===== src/rtl/core/clcd_pkg.sv =====
package clcd_pkg;

    // request kinds carried on the input tuser
    typedef enum logic [1:0] {
        FUNC_CHAR       = 2'd0,
        FUNC_SET_CURSOR = 2'd1,
        FUNC_GOTO_LINE  = 2'd2,
        FUNC_UNUSED     = 2'd3
    } func_t;

    // configuration register indexes
    typedef enum logic [1:0] {
        CFG_LINE_COUNT     = 2'd0,
        CFG_CHARS_PER_LINE = 2'd1,
        CFG_BUS_MODE       = 2'd2,
        CFG_NONE           = 2'd3
    } cfg_index_t;

    localparam logic [2:0] LINE_COUNT_RESET     = 3'd2;
    localparam logic [5:0] CHARS_PER_LINE_RESET = 6'd16;
    localparam logic       BUS_MODE_RESET       = 1'b0;

    localparam logic [7:0] LINE0_BASE = 8'h80;
    localparam logic [7:0] LINE1_BASE = 8'hC0;
    localparam logic [7:0] LINE2_BASE = 8'h90;
    localparam logic [7:0] LINE3_BASE = 8'hD0;
    localparam logic [7:0] NEWLINE    = 8'h0A;
    localparam logic [7:0] NIBBLE_HI  = 8'hF0;
    localparam logic [5:0] COL_MAX    = 6'd63;
    localparam logic [2:0] LINE_LIMIT = 3'd3;

    localparam int MAX_XFERS = 4;
    localparam int CNT_W     = $clog2(MAX_XFERS + 1);

    typedef struct packed {
        logic [2:0] line_count;
        logic [5:0] chars_per_line;
        logic       bus_mode;
    } cfg_t;

    typedef struct packed {
        func_t      func;
        logic [7:0] char_code;
        logic [1:0] target_line;
        logic [5:0] target_column;
    } req_t;

    // one bus transfer
    typedef struct packed {
        logic       rs;
        logic [7:0] value;
    } xfer_t;

    typedef struct packed {
        logic [CNT_W-1:0]            count;
        xfer_t [MAX_XFERS-1:0]       xfer;
    } plan_t;

    // ddram base address of a display line
    function automatic logic [7:0] line_base(input logic [1:0] line, input cfg_t cfg);
        logic [7:0] off;
        logic [7:0] base;
        begin
            off = (cfg.line_count > 3'd2) ? {4'd0, cfg.chars_per_line[3:0]} : 8'd0;
            case (line)
                2'd0:    base = LINE0_BASE;
                2'd1:    base = LINE1_BASE;
                2'd2:    base = LINE2_BASE + off;
                default: base = LINE3_BASE + off;
            endcase
            return base;
        end
    endfunction

endpackage


===== src/rtl/core/clcd_cursor.sv =====
module clcd_cursor
    import clcd_pkg::*;
(
    input  logic  clk,
    input  logic  rst_n,
    input  cfg_t  cfg,
    input  req_t  req,
    input  logic  step,
    output plan_t plan
);

    logic [1:0] line_reg, line_next;
    logic [5:0] col_reg, col_next;

    logic [1:0] byte_cnt;
    logic [1:0] byte_rs;
    logic [7:0] byte_val [2];
    logic       wrap;
    logic [2:0] nl;
    logic [1:0] nl_line;
    logic       line_ok;
    logic       col_ok;

    // bytes caused by the request and the new cursor position
    always_comb
    begin
        byte_cnt    = 2'd0;
        byte_rs     = 2'b00;
        byte_val[0] = 8'd0;
        byte_val[1] = 8'd0;
        line_next   = line_reg;
        col_next    = col_reg;
        wrap        = (col_reg >= cfg.chars_per_line) || (req.char_code == NEWLINE);
        nl          = {1'b0, line_reg} + 3'd1;
        nl_line     = ((nl >= cfg.line_count) || (nl > LINE_LIMIT)) ? 2'd0 : nl[1:0];
        line_ok     = {1'b0, req.target_line} < cfg.line_count;
        col_ok      = req.target_column < cfg.chars_per_line;
        unique case (req.func)
            FUNC_CHAR:
            begin
                if (wrap)
                begin
                    line_next   = nl_line;
                    col_next    = 6'd0;
                    byte_val[0] = line_base(nl_line, cfg);
                    byte_cnt    = 2'd1;
                end
                if (req.char_code != NEWLINE)
                begin
                    byte_rs[byte_cnt[0]]  = 1'b1;
                    byte_val[byte_cnt[0]] = req.char_code;
                    byte_cnt              = byte_cnt + 2'd1;
                    if (wrap)
                        col_next = 6'd1;
                    else if (col_reg < COL_MAX)
                        col_next = col_reg + 6'd1;
                end
            end
            FUNC_SET_CURSOR:
            begin
                if (line_ok && col_ok)
                begin
                    line_next   = req.target_line;
                    col_next    = req.target_column;
                    byte_val[0] = line_base(req.target_line, cfg) + {2'd0, req.target_column};
                    byte_cnt    = 2'd1;
                end
            end
            FUNC_GOTO_LINE:
            begin
                if (line_ok)
                begin
                    line_next   = req.target_line;
                    col_next    = 6'd0;
                    byte_val[0] = line_base(req.target_line, cfg);
                    byte_cnt    = 2'd1;
                end
            end
            default:
            begin
            end
        endcase
    end

    // split bytes into bus transfers
    always_comb
    begin
        plan = '0;
        if (cfg.bus_mode)
        begin
            plan.count = {byte_cnt, 1'b0};
            for (int i = 0; i < 2; i++)
            begin
                plan.xfer[2*i].rs      = byte_rs[i];
                plan.xfer[2*i].value   = byte_val[i] & NIBBLE_HI;
                plan.xfer[2*i+1].rs    = byte_rs[i];
                plan.xfer[2*i+1].value = {byte_val[i][3:0], 4'd0};
            end
        end
        else
        begin
            plan.count = {1'b0, byte_cnt};
            for (int i = 0; i < 2; i++)
            begin
                plan.xfer[i].rs    = byte_rs[i];
                plan.xfer[i].value = byte_val[i];
            end
        end
    end

    // cursor position
    always_ff @(posedge clk or negedge rst_n)
    begin
        if (!rst_n)
        begin
            line_reg <= 2'd0;
            col_reg  <= 6'd0;
        end
        else if (step)
        begin
            line_reg <= line_next;
            col_reg  <= col_next;
        end
    end

endmodule


===== src/rtl/core/char_lcd_cursor_sequencer.sv =====
// Character LCD cursor sequencer: turns character and cursor requests into
// command and data transfers for a character LCD bus.
// Input channel s_*: one request per item; tuser carries the request kind
// (display character, set cursor, go to line start), tdata its operands.
// Output channel m_*: one bus transfer per item; tuser is register select
// (0 command, 1 data), tlast marks the final transfer of a request.
// Configuration: cfg_we/cfg_addr/cfg_wdata write line count, characters per
// line and bus mode; write only while no request is in flight.
// With the output register free, a request accepted into the input register
// is loaded into the output register, which then holds its first transfer
// valid. A request yields 0 to 4 transfers and the output register drains
// one transfer per cycle while m_tready is high.
// The input register takes the next request while the previous one still
// drains, so a downstream stall first fills the output register, then the
// input register, then drops s_tready.
// Reset puts the cursor at line 0 column 0, clears both registers and loads
// the defaults: two lines, sixteen characters per line, eight-bit bus.
module char_lcd_cursor_sequencer
    import clcd_pkg::*;
(
    input  logic        clk,
    input  logic        rst_n,
    // request input
    input  logic        s_tvalid,
    output logic        s_tready,
    input  logic [15:0] s_tdata,   // char_code[7:0], target_line[9:8], target_column[15:10]
    input  logic [1:0]  s_tuser,   // func[1:0]
    // bus transfer output
    output logic        m_tvalid,
    input  logic        m_tready,
    output logic [7:0]  m_tdata,   // bus_value[7:0]
    output logic        m_tuser,   // register_select[0]
    output logic        m_tlast,
    // configuration write
    input  logic        cfg_we,
    input  logic [1:0]  cfg_addr,
    input  logic [5:0]  cfg_wdata
);

    cfg_t                  cfg_reg;
    logic                  in_valid_reg;
    req_t                  in_req_reg;
    logic [CNT_W-1:0]      out_cnt_reg, out_cnt_next;
    xfer_t [MAX_XFERS-1:0] out_xfer_reg, out_xfer_next;

    plan_t plan;
    logic  load;
    logic  out_take;

    // configuration registers
    always_ff @(posedge clk or negedge rst_n)
    begin
        if (!rst_n)
        begin
            cfg_reg.line_count     <= LINE_COUNT_RESET;
            cfg_reg.chars_per_line <= CHARS_PER_LINE_RESET;
            cfg_reg.bus_mode       <= BUS_MODE_RESET;
        end
        else if (cfg_we)
        begin
            unique case (cfg_index_t'(cfg_addr))
                CFG_LINE_COUNT:     cfg_reg.line_count     <= cfg_wdata[2:0];
                CFG_CHARS_PER_LINE: cfg_reg.chars_per_line <= cfg_wdata;
                CFG_BUS_MODE:       cfg_reg.bus_mode       <= cfg_wdata[0];
                default:
                begin
                end
            endcase
        end
    end

    // handshake control
    assign out_take = m_tvalid && m_tready;
    assign load     = in_valid_reg
                      && ((out_cnt_reg == '0) || ((out_cnt_reg == CNT_W'(1)) && m_tready));
    assign s_tready = !in_valid_reg || load;

    // input register
    always_ff @(posedge clk or negedge rst_n)
    begin
        if (!rst_n)
            in_valid_reg <= 1'b0;
        else if (s_tready)
            in_valid_reg <= s_tvalid;
    end

    always_ff @(posedge clk)
    begin
        if (s_tvalid && s_tready)
        begin
            in_req_reg.func          <= func_t'(s_tuser);
            in_req_reg.char_code     <= s_tdata[7:0];
            in_req_reg.target_line   <= s_tdata[9:8];
            in_req_reg.target_column <= s_tdata[15:10];
        end
    end

    // cursor tracking and transfer plan
    clcd_cursor u_cursor (
        .clk   (clk),
        .rst_n (rst_n),
        .cfg   (cfg_reg),
        .req   (in_req_reg),
        .step  (load),
        .plan  (plan)
    );

    // output register: loads a plan, then shifts one transfer out per item taken
    always_comb
    begin
        out_cnt_next  = out_cnt_reg;
        out_xfer_next = out_xfer_reg;
        if (load)
        begin
            out_cnt_next  = plan.count;
            out_xfer_next = plan.xfer;
        end
        else if (out_take)
        begin
            out_cnt_next  = out_cnt_reg - CNT_W'(1);
            out_xfer_next = {xfer_t'('0), out_xfer_reg[MAX_XFERS-1:1]};
        end
    end

    always_ff @(posedge clk or negedge rst_n)
    begin
        if (!rst_n)
            out_cnt_reg <= '0;
        else
            out_cnt_reg <= out_cnt_next;
    end

    always_ff @(posedge clk)
    begin
        out_xfer_reg <= out_xfer_next;
    end

    assign m_tvalid = out_cnt_reg != '0;
    assign m_tdata  = out_xfer_reg[0].value;
    assign m_tuser  = out_xfer_reg[0].rs;
    assign m_tlast  = out_cnt_reg == CNT_W'(1);

`ifndef ASSERT_OFF
    // four-bit bus always gives nibble pairs
    a_nibble_pairs: assert property (@(posedge clk) disable iff (!rst_n)
        (load && cfg_reg.bus_mode) |-> !plan.count[0])
        else $error("odd transfer count on four-bit bus");

    // eight-bit bus gives at most two transfers per request
    a_byte_count: assert property (@(posedge clk) disable iff (!rst_n)
        (load && !cfg_reg.bus_mode) |-> (plan.count <= CNT_W'(2)))
        else $error("too many transfers on eight-bit bus");

    // transfers of one request follow without a gap
    a_no_gap: assert property (@(posedge clk) disable iff (!rst_n)
        (out_take && !m_tlast) |=> m_tvalid)
        else $error("gap inside a transfer run");

    // a new plan is loaded only when the output register is free
    a_load_free: assert property (@(posedge clk) disable iff (!rst_n)
        load |-> (!m_tvalid || (m_tlast && m_tready)))
        else $error("plan loaded over pending transfers");
`endif

endmodule


===== config.mk =====
export PLATFORM = sky130hd
export DESIGN_NAME = char_lcd_cursor_sequencer
export DESIGN_NICKNAME = d
export VERILOG_FILES = /design/src/rtl/core/clcd_pkg.sv /design/src/rtl/core/clcd_cursor.sv /design/src/rtl/core/char_lcd_cursor_sequencer.sv
export SDC_FILE = /design/constraint.sdc
export NUM_CORES = 1
export LEC_CHECK = 0
export ABC_AREA = 0
export BUFFER_PORTS_ARGS = -buffer_cell sky130_fd_sc_hd__buf_4
export CAP_MARGIN = 10
export CORE_ASPECT_RATIO = 2
export CORE_MARGIN = 2
export CORE_UTILIZATION = 50
export DETAILED_ROUTE_END_ITERATION = 10
export GPL_ROUTABILITY_DRIVEN = 0
export PLACE_DENSITY = 0.73
export REMOVE_ABC_BUFFERS = 1
export SLEW_MARGIN = 20
export SYNTH_ARGS = -nofsm -noshare
export SYNTH_HDL_FRONTEND = slang
export SYNTH_SLANG_ARGS = --single-unit

===== constraint.sdc =====
create_clock -name clk -period 8.04 [get_ports clk]
set_clock_uncertainty 0.2 [all_clocks]
set_input_delay 0 -clock clk [delete_from_list [all_inputs] [get_ports clk]]
set_output_delay 0 -clock clk [all_outputs]
set_load 0.02 [all_outputs]

==> summary.md, run 1 <==
| Metric | Value |
|---|---|
| Startpoint of the lowest-slack hold path | s_tdata[10] |
| Hold-fix buffers, CTS | 36 |
| Clock network fraction of design power | 0.260 |
| Syn Inst Count | 351 |
| Type of the worst setup path | register to register |
| Total instance count after detailed placement | 469 |
| Clock slew at reported path FFs | 0.06 ns |
| Power Internal | 1.03 mW |
| Setup repair after global routing missed its margin | no |
| Headroom to the max-slew limit | 0.345 |
| Aggregate global routing overflow | 0 |
| Min setup slack post-route | 4.91 ns |
| Outcome | complete, no violations |
| WHS Path Cells | 2 |
| Launching point of the worst reg2reg path | out_cnt_reg[1] |
| Kind of capture point of the worst setup path | register |
| Wire length of the first global-routing pass | 15900 um |
| Net total in the final layout | 485 |
| Total via count in the routed design | 3110 |
| Maximum number of pins on one net before global-route repair | 34 |
| Buffer count from post-CTS setup fixing | 0 |
| Period Utilization, post-route | 0.389 |
| Pins over their slew limit | 0 |
| Number of DRC violations after detailed routing | 0 |
| Hold Crit Class | input port to register |
| Area of all placed cells without fillers | 4960 um2 |
| CTS tree | done |
| Vertical die dimension | ~130 um |
| Final critical-path required period | approximately 3.1 ns |
| Full die area | 8640 um2 |
| Share of flip-flops with an asynchronous set or reset | 0.324 |
| Share of total power consumed by net switching | 0.362 |
| Power share of the combinational group | 0.375 |
| Antenna diode count | 0 |
| Count of state elements after synthesis | 68 |
| Via count of the first global-routing pass | 3244 |
| Worst-case register-to-register setup slack | 4.91 ns |
| Routed wire length | 9900 um |
| Crit path buf inv count | 1 |
| Worst Hold Path EP | in_req_reg[0] |
| Fillcell total | 598 |
| Total core area | 7600 um2 |
| Count of cell types in the netlist | 62 |
| Layout-stage area growth over the synthesis result | 25.9% |
| Clk Latency, worst-skew pair | between 0.3 and 0.4 ns |
| Number of enable flip-flop cells after synthesis | between 40 and 50 |
| Post-Synthesis Mean Instance Area | approximately 11 um2 |
| Worst-margin pin slew | 0.979 ns |
| Sw power | 587 uW |
| Max clock buf depth | 2 |
| Fraction of power consumed by sequential logic | 0.365 |
| Horizontal extent of the die | 66.8 um |
| Slowest cell on the critical path | sky130_fd_sc_hd__or3b_1 |
| Initial antenna violation count | 0 |
| Clock root buffer master | sky130_fd_sc_hd__clkbuf_16 |
| Setup WS pre-CTS | 4.83 ns |
| Effective utilization at floorplan | 0.518 |
| Number of top-level pins | 43 |
| Final hold violations | 0 |
| Reported max-cap violation count | 0 |
| Post-detailed-route count of antenna-violating nets | 0 |
| Overall global routing resource usage | 0.255 |
| Worst setup SP type | register |
| R2R cell count | 8 |
| Number of setup violations in the final report | 0 |
| Std-Cell Rows | 45 |
| Tightest hold margin | 0.176 ns |
| H-Tree Depth | 3 |
| Cell Area, Synth | just under 4000 um2 |
| Data required time of the critical path | ~8.1 ns |
| Dominant synthesized flop cell | sky130_fd_sc_hd__edfxtp_1 |
| Number of flip-flops under the largest register name | 19 |
| Cell Count, Final, Fillers Out | 521 |
| Post-DR wirelength/cell | ~19 um |
| Top achievable clock speed | 0.320 GHz |
| Worst-path maximum fanout | 26 |
| Cell-by-cell listing of the critical path | inv_1 > ha_1 > a21oi_1 > or3b_1 > a211oi_1 > o21ai_1 > nor2_1 > mux2_2 |
| CP top delay family | simple AND/OR/NAND/NOR gates |
| Critical Path Max Stage Delay | 0.74 ns |
| Data arrival time of the worst path | 3.15 ns |
| Most frequent cells in the layout | sky130_fd_sc_hd__edfxtp_1 (46), sky130_fd_sc_hd__buf_4 (43), sky130_fd_sc_hd__dlygate4sd3_1 (36) |
| Worst R2R End | u_cursor.line_reg[0] |
| First drt pass iteration count | 5 |
| Ratio of total power to cell area | 327 nW/um2 |
| DRT iter0 DRCs | 340 |
| Peak supply drop | between 0.15 and 0.2 mV |
| Most common cell after layout, fill and taps aside | sky130_fd_sc_hd__edfxtp_1 |
| Startpoint of the worst setup timing path | out_cnt_reg[1] |
| Post_cts resized | 0 |
| Post-detail-place hpwl | 7060 um |
| DP Area | 4270 um2 |
| Warnings, synthesis | 0 |
| LEAKAGE | between 2 and 2.5 nW |
| Final standard cell utilization of the core | 0.652 |
| Number of clock buffers inserted by TritonCTS | 9 |
| Clock sink count | 68 |
| Proportion of layout cells with a drive suffix above 1 | 0.199 |
| Final Power | 1.62 mW |
| Post-DR vias/cell | 5.97 |
| Count of port buffers added during placement | 42 |
| Share of the yosys chip area belonging to registers | 0.491 |
| Total negative slack for setup checks | 0 ns |
## worst reg2reg max path: stages, from the launching register on
cell and delay [ns]:
sky130_fd_sc_hd__dfrtp_1 0.38, sky130_fd_sc_hd__inv_1 0.10, sky130_fd_sc_hd__ha_1 0.18, sky130_fd_sc_hd__a21oi_1 0.08, sky130_fd_sc_hd__or3b_1 0.74, sky130_fd_sc_hd__a211oi_1 0.36, sky130_fd_sc_hd__o21ai_1 0.35, sky130_fd_sc_hd__nor2_1 0.27
sky130_fd_sc_hd__mux2_2 0.36
## power by group through the flow
stage | clock (mW) | combinational [mW] | sequential, mW
after global placement | 0 | 0.566 | 0.594
after global routing | 0.440 | 0.674 | 0.604
final | 0.421 | 0.607 | 0.592
after floorplan | 0 | 0.388 | 0.591
after detailed placement | 0 | 0.579 | 0.597
after CTS | 0.426 | 0.600 | 0.591
## layout make-up
| cell class | instances | area (um2) | share of cell area |
|---|---|---|---|
| tap | 94 | 118 | 0.0237 |
| timing repair buffer | 79 | 683 | 0.138 |
| clock buffer | 10 | 229 | 0.0462 |
| multi-input combinational | 244 | 1830 | 0.369 |
| inverter | 20 | 75.1 | 0.0151 |
| clock inverter | 6 | 88.8 | 0.0179 |
| sequential | 68 | 1930 | 0.390 |
## per-layer routing
metal,routed length (um),vias to the layer above,GRT usage
met3,416,40,0.0599
li1,-,1468,-
met4,592,0,0.174
met1,3410,1482,0.253
met5,0,-,0
met2,5480,120,0.453
## cells by family (layout without fill, tap and decap cells)
kind of cell,count (synthesis),count (layout),synth area share
buffers and inverters,39,115,0.0454
AND/OR/NAND/NOR,94,94,0.126
AO/OA/AOI/OAI,100,100,0.186
adder cells (fa/ha/maj),32,32,0.104
multiplexers,12,12,0.0343
flip-flops,68,68,0.491
XOR/XNOR,6,6,0.0133
## synth_stat cells, drive strengths merged, types with 5 or more instances
cell | instances | area share
a31oi | 5 | 0.0079
inv | 20 | 0.019
nor3 | 5 | 0.0076
clkbuf | 8 | 0.0076
nor2 | 22 | 0.022
nand3 | 5 | 0.0064
and2 | 9 | 0.014
o21ai | 18 | 0.026
o22ai | 5 | 0.0079
a22o | 9 | 0.020
ha | 31 | 0.099
mux2 | 12 | 0.034
nand2b | 5 | 0.0079
buf | 11 | 0.019
edfxtp | 46 | 0.35
and3 | 10 | 0.016
nand2 | 20 | 0.019
dfrtp | 20 | 0.13
a211oi | 9 | 0.020
a21oi | 19 | 0.026
## how the worst max path moves through the flow
stage,to,slack [ns],cells past startpoint
after floorplan,m_tdata[3],5.37,8
after global placement,m_tdata[3],4.93,8
after detailed placement,m_tdata[3],4.83,8
after CTS,m_tdata[3],4.81,8
after global routing,u_cursor.line_reg[0],4.70,8
final,u_cursor.line_reg[0],4.91,8
No activity file was read; power rests on OpenSTA's default activity.
==> inputs of run 2 (changes only) <==
==> constraint.sdc (replaced) <==
create_clock -name clk -period 3.3 [get_ports clk]
set_clock_uncertainty 0.2 [all_clocks]
set_input_delay 0 -clock clk [delete_from_list [all_inputs] [get_ports clk]]
set_output_delay 0 -clock clk [all_outputs]
set_load 0.02 [all_outputs]
==> summary.md, run 2 (same netlist as run 1, synthesis figures left out) <==
| Metric | Value |
|---|---|
| Outcome | complete, no violations |
| Layout-stage area growth over the synthesis result | 27.9% |
| Slowest cell on the critical path | sky130_fd_sc_hd__dfrtp_1 |
| Via count of the first global-routing pass | 3409 (+5.1%) |
| CP top delay family | compound AO/OA/AOI/OAI gates |
| Wire length of the first global-routing pass | 16800 um (+5.6%) |
| DRT iter0 DRCs | 341 (+0.29%) |
| LEAKAGE | 2.13 nW (+2.3%) |
| Worst-margin pin slew | 0.979 ns (+0.0000452 ns) |
| Post-DR wirelength/cell | 19.8 um (+4.3%) |
| Worst-path maximum fanout | 9 (-65%) |
| Total via count in the routed design | 3222 (+3.6%) |
| Number of DRC violations after detailed routing | 0 (unchanged) |
| Total core area | 7600 um2 (unchanged) |
| Max clock buf depth | 2 (unchanged) |
| Most frequent cells in the layout | sky130_fd_sc_hd__buf_4 (50), sky130_fd_sc_hd__edfxtp_1 (46), sky130_fd_sc_hd__dlygate4sd3_1 (37) |
| Setup WS pre-CTS | 0.376 ns (-4.45 ns) |
| DP Area | 4330 um2 (+1.2%) |
| Number of setup violations in the final report | 0 (unchanged) |
| Antenna diode count | 0 (unchanged) |
| Critical Path Max Stage Delay | 0.47 ns (-0.27 ns) |
| Final critical-path required period | 2.98 ns (-0.151 ns) |
| Aggregate global routing overflow | 0 (unchanged) |
| Final hold violations | 0 (unchanged) |
| Setup repair after global routing missed its margin | no |
| Number of flip-flops under the largest register name | 19 (unchanged) |
| Most numerous cell on the critical path | sky130_fd_sc_hd__a21oi_2 |
| Total instance count after detailed placement | 476 (+1.5%) |
| Top achievable clock speed | 0.336 GHz (+5.1%) |
| Storage element area | 1930 um2 (unchanged) |
| Area of combinational cells with multiple inputs | 1820 um2 (-0.27%) |
| Buffer count from post-CTS setup fixing | 0 (unchanged) |
| Period Utilization, post-route | 0.902 (+0.513) |
| H-Tree Depth | 3 (unchanged) |
| Std-Cell Rows | 45 (unchanged) |
| Proportion of layout cells with a drive suffix above 1 | 0.209 (+0.0101) |
| Overall global routing resource usage | 0.267 (+0.0124) |
| Post-detail-place hpwl | 7570 um (+7.3%) |
| Horizontal extent of the die | 66.8 um (unchanged) |
| Maximum number of pins on one net before global-route repair | 34 (unchanged) |
| Cell Count, Final, Fillers Out | 529 (+1.5%) |
| Kind of capture point of the worst setup path | register |
| Full die area | 8640 um2 (unchanged) |
| Initial antenna violation count | 0 (unchanged) |
| Final Power | 4.11 mW (+150%) |
| Total negative slack for setup checks | 0 ns (unchanged) |
| Clk Latency, worst-skew pair | 0.34 ns (about the same) |
| Worst setup SP type | register |
| Clock sink count | 68 (unchanged) |
| Hold Crit Class | input port to register |
| Most common cell after layout, fill and taps aside | sky130_fd_sc_hd__buf_4 |
| Headroom to the max-slew limit | 0.345 (about the same) |
| Area of all placed cells without fillers | 5040 um2 (+1.6%) |
| Post-detailed-route count of antenna-violating nets | 0 (unchanged) |
| Data arrival time of the worst path | 2.87 ns (-0.28 ns) |
| Fillcell total | 620 (+3.7%) |
| Cell-by-cell listing of the critical path | ha_1 > nand2b_1 > a211o_1 > a21oi_2 > a21oi_2 > a221o_1 > a22o_1 |
| First drt pass iteration count | 5 (unchanged) |
| Clock root buffer master | sky130_fd_sc_hd__clkbuf_16 |
| Ratio of total power to cell area | 816 nW/um2 (+150%) |
| Data required time of the critical path | 3.19 ns (-4.87 ns) |
| Number of top-level pins | 43 (unchanged) |
| Count of port buffers added during placement | 42 (unchanged) |
| Post-DR vias/cell | 6.09 (+2.0%) |
| Pins over their slew limit | 0 (unchanged) |
| Clock slew at reported path FFs | 0.06 ns (about the same) |
| Crit path buf inv count | 0 (-1) |
| Vertical die dimension | 130 um (unchanged) |
| Net total in the final layout | 493 (+1.6%) |
| Type of the worst setup path | register to register |
| Peak supply drop | 0.538 mV (+170%) |
| Min setup slack post-route | 0.324 ns (-4.59 ns) |
| Routed wire length | 10500 um (+5.9%) |
| Number of clock buffers inserted by TritonCTS | 9 (unchanged) |
| CTS tree | done |
| Reported max-cap violation count | 0 (unchanged) |
| Effective utilization at floorplan | 0.518 (unchanged) |
## run 2: layout make-up
class | count | area share
tap | 94 | 0.0233
clock buffer | 10 | 0.0455
inverter | 20 | 0.0149
multi-input combinational | 244 | 0.362
timing repair buffer | 87 | 0.148
sequential | 68 | 0.384
clock inverter | 6 | 0.0221
## run 2: repair_timing
item                                   in CTS  in global routing
endpoints found under the hold margin      52                  0
resized for setup                           0                  0
hold buffers                               37                  0
## run 2: worst paths after layout
path	start	to	slack [ns]	cells past startpoint
setup / recovery	cfg_reg[1]	m_tdata[1]	0.32	7
hold reg to reg	cfg_reg[6]	cfg_reg[6]	0.31	1
hold / removal	s_tdata[15]	in_req_reg[5]	0.18	2
setup reg to reg	cfg_reg[1]	m_tdata[1]	0.32	7
max in group asynchronous	rst_n	u_cursor.col_reg[4]	0.99	4
min in group asynchronous	rst_n	cfg_reg[8]	0.53	3
## run 2: metrics by stage
stage | util | hold slack (ns)
finish | 0.663 | 0.179
global route | 0.663 | 0.179
CTS | 0.663 | 0.175
detailed placement | 0.569 | -0.286
global placement | 0.569 | -0.288
floorplan | - | -0.496
## run 2: layer usage
layer	vias up	track usage	wire length (um)
met5	-	0	0
met4	0	0.194	741
met3	55	0.0582	514
met2	144	0.473	5710
met1	1546	0.265	3510
li1	1477	-	-
## run 2: power breakdown
part	internal, mW	total, mW	switching, mW
clock	0.739	1.10	0.357
combinational	0.664	1.57	0.906
sequential	1.24	1.44	0.207
==> inputs of run 3 (changes only) <==
--- a/config.mk
+++ b/config.mk
@@ -5,7 +5,7 @@
 export SDC_FILE = /design/constraint.sdc
 export NUM_CORES = 1
 export LEC_CHECK = 0
-export ABC_AREA = 0
+export ABC_AREA = 1
 export BUFFER_PORTS_ARGS = -buffer_cell sky130_fd_sc_hd__buf_4
 export CAP_MARGIN = 10
 export CORE_ASPECT_RATIO = 2
@@ -13,9 +13,11 @@
 export CORE_UTILIZATION = 50
 export DETAILED_ROUTE_END_ITERATION = 10
 export GPL_ROUTABILITY_DRIVEN = 0
-export PLACE_DENSITY = 0.73
+export HOLD_SLACK_MARGIN = 0.08
+export PLACE_DENSITY = 0.72
 export REMOVE_ABC_BUFFERS = 1
 export SLEW_MARGIN = 20
 export SYNTH_ARGS = -nofsm -noshare
 export SYNTH_HDL_FRONTEND = slang
+export SYNTH_HIERARCHICAL = 1
 export SYNTH_SLANG_ARGS = --single-unit
==> summary.md, run 3 <==
| Metric | Value |
|---|---|
| Outcome | complete, no violations |
| LEAKAGE | 2.88 nW (+35%) |
| Most used standard cells in the synthesized netlist | sky130_fd_sc_hd__nand2_1 (204), sky130_fd_sc_hd__inv_1 (74), sky130_fd_sc_hd__nor2_1 (64) |
| Std-Cell Rows | 51 (+13%) |
| Final standard cell utilization of the core | 0.621 (-0.0421) |
| Count of cell types in the netlist | 40 (-35%) |
| Cell Count, Final, Fillers Out | 820 (+55%) |
| Total via count in the routed design | 4048 (+26%) |
| Fillcell total | 833 (+34%) |
| Antenna diode count | 0 (unchanged) |
| Global routing usage on met1 | 0.213 (-0.0520) |
| Initial antenna violation count | 0 (unchanged) |
| Data arrival time of the worst path | 2.73 ns (-0.14 ns) |
| Most Crowded Layer GR | met2 |
| Dominant synthesized flop cell | sky130_fd_sc_hd__edfxtp_1 |
| Warnings, synthesis | 6 (+6) |
| Pins over their slew limit | 0 (unchanged) |
| Horizontal extent of the die | 74.2 um (+11%) |
| Layout-stage area growth over the synthesis result | 21.4% |
| Number of top-level pins | 43 (unchanged) |
| Hold Crit Class | input port to register |
| Effective utilization at floorplan | 0.511 (-0.00679) |
| Full die area | 10700 um2 (+24%) |
| Maximum number of pins on one net before global-route repair | 40 (+18%) |
| Total negative slack for setup checks | 0 ns (unchanged) |
| Data required time of the critical path | 3.20 ns (about the same) |
| Net total in the final layout | 745 (+51%) |
| Overall global routing resource usage | 0.231 (-0.0368) |
| Via count of the first global-routing pass | 4037 (+18%) |
| Max clock buf depth | 2 (unchanged) |
| Number of flip-flops under the largest register name | 27 (+8) |
| Post-detail-place hpwl | 8340 um (+10%) |
| Most common cell after layout, fill and taps aside | sky130_fd_sc_hd__nand2_1 |
| Met2 demand-to-capacity share in global routing | 0.451 (-0.0223) |
| Total instance count after detailed placement | 763 (+60%) |
| Number of clock buffers inserted by TritonCTS | 9 (unchanged) |
| Count of port buffers added during placement | 42 (unchanged) |
| Vertical die dimension | 144 um (+11%) |
| Cell-by-cell listing of the critical path | a21oi_1 > nor2_1 > inv_1 > nor2_1 > ha_1 > inv_1 > fa_1 > nor2_1 > nor2_1 > xor2_1 > o21ai_0 > nor2_1 > nor2_1 > nand2_1 > nand2_1 |
| Count of state elements after synthesis | 76 (+12%) |
| Ratio of total power to cell area | 824 nW/um2 (+1.0%) |
| Post-DR vias/cell | 4.94 (-19%) |
| Wire length of the first global-routing pass | 18300 um (+9.2%) |
| Final hold violations | 0 (unchanged) |
| Post-Synthesis Mean Instance Area | 8.14 um2 (-27%) |
| Number of setup violations in the final report | 0 (unchanged) |
| Share of flip-flops with an asynchronous set or reset | 0.289 (-0.0341) |
| Setup repair after global routing missed its margin | no |
| Aggregate global routing overflow | 0 (unchanged) |
| Type of the worst setup path | register to register |
| Syn Inst Count | 605 (+72%) |
| Proportion of layout cells with a drive suffix above 1 | 0.154 (-0.0551) |
| Slowest cell on the critical path | sky130_fd_sc_hd__dfstp_2 |
| DRT iter0 DRCs | 218 (-36%) |
| H-Tree Depth | 3 (unchanged) |
| Clk Latency, worst-skew pair | 0.34 ns (about the same) |
| CP top delay family | simple AND/OR/NAND/NOR gates |
| Total core area | 9640 um2 (+27%) |
| Number of enable flip-flop cells after synthesis | 54 (+17%) |
| Worst-margin pin slew | 0.964 ns (-0.0150 ns) |
| Period Utilization, post-route | 0.859 (-0.0431) |
| Peak supply drop | 0.416 mV (-23%) |
| Final critical-path required period | 2.83 ns (-0.142 ns) |
| Crit path buf inv count | 2 (+2) |
| Headroom to the max-slew limit | 0.355 (+0.0100) |
| Worst-path maximum fanout | 4 (-5) |
| Area fraction of the dominant cell type after synthesis | 0.329 (-0.0216) |
| Clock sink count | 76 (+12%) |
| Kind of capture point of the worst setup path | register |
| Reported max-cap violation count | 0 (unchanged) |
| Post-detailed-route count of antenna-violating nets | 0 (unchanged) |
| Ranking of synthesized cells by area | sky130_fd_sc_hd__edfxtp_1 (33%), sky130_fd_sc_hd__nand2_1 (16%), sky130_fd_sc_hd__dfrtp_1 (10%) |
| Share of the yosys chip area belonging to registers | 0.441 (-0.0498) |
| Most frequent cells in the layout | sky130_fd_sc_hd__nand2_1 (204), sky130_fd_sc_hd__inv_1 (74), sky130_fd_sc_hd__nor2_1 (64) |
| Top achievable clock speed | 0.353 GHz (+5.0%) |
| Clock slew at reported path FFs | 0.06 ns (about the same) |
| Most numerous cell on the critical path | sky130_fd_sc_hd__nor2_1 |
| Critical Path Max Stage Delay | 0.55 ns (+0.08 ns) |
| Routing usage on met3 | 0.0390 (-0.0191) |
| Post-DR wirelength/cell | 14.1 um (-29%) |
| Number of DRC violations after detailed routing | 0 (unchanged) |
| Top-count cell post-synth | sky130_fd_sc_hd__nand2_1 |
| Clock root buffer master | sky130_fd_sc_hd__clkbuf_16 |
| Cell Area, Synth | 4930 um2 (+25%) |
| Area leader, netlist | sky130_fd_sc_hd__edfxtp_1 |
| Routed wire length | 11500 um (+10%) |
| Worst setup SP type | register |
| First drt pass iteration count | 4 (-1) |
| CTS tree | done |
==> run 3: changes by cell type after synthesis, sizes merged, moves of 10 or more <==
cell	previous run	this run
and3	10	0
buf	11	25
inv	20	82
nand2	20	215
nand3	5	32
nand4	3	14
nor2	22	76
==> run 3: logic make-up after synthesis <==
kind of cell / share of synthesized area
adders and majority gates: 0.0803
xor gates and xnor gates: 0.0107
and+or+nand+nor: 0.317
other: 0.000761
buffers and inverters: 0.100
AOI/OAI and AO/OA: 0.0429
muxes: 0.00686
DFF: 0.441
==> run 3: where the power goes <==
part / switching, mW / internal, mW
combinational: 1.39 / 0.763
clock: 0.426 / 0.598
sequential: 0.223 / 1.53
==> run 3: cell type report <==
class,count,area [um2],area share
inverter,82,310,0.0519
timing repair buffer,85,741,0.124
tap,132,165,0.0276
clock inverter,7,80.1,0.0134
multi-input combinational,429,2280,0.382
clock buffer,9,225,0.0377
sequential,76,2170,0.364
==> run 3: timing repair <==
action / in CTS / in global routing
hold buffers: 41 / 0
hold endpoints to repair: 55 / 0
buffers inserted: 0 / 0
resized for setup: 0 / 0
==> run 3: metal layers <==
metal / vias up / share of wire
met5: - / 0
met4: 0 / 0.048
met3: 35 / 0.030
met2: 99 / 0.57
met1: 1855 / 0.35
li1: 2059 / -
==> run 3: path summary, 6_finish.rpt <==
kind | startpoint | to | slack, ns | depth (start not counted)
min in group asynchronous | rst_n | cfg_reg[5] | 0.49 | 3
setup / recovery | cfg_reg[8] | m_tdata[4] | 0.47 | 15
max in group asynchronous | rst_n | u_cursor/col_reg[5] | 1.03 | 4
setup reg to reg | cfg_reg[8] | m_tdata[4] | 0.47 | 15
hold / removal | s_tdata[1] | in_req_reg[9] | 0.18 | 2
hold reg to reg | out_cnt_reg[1] | out_cnt_reg[1] | 0.30 | 2
==> run 3: metrics by stage <==
stage / hold slack, ns / cell area (um2) / worst slack [ns] / power [mW]
after global routing: 0.179 / 5980 / 0.316 / 5.28
after global placement: -0.291 / 5260 / 0.581 / 3.78
final: 0.176 / 5980 / 0.466 / 4.93
after floorplan: -0.496 / 4770 / 0.761 / 3.22
after CTS: 0.167 / 5980 / 0.498 / 4.95
after detailed placement: -0.288 / 5260 / 0.519 / 3.84
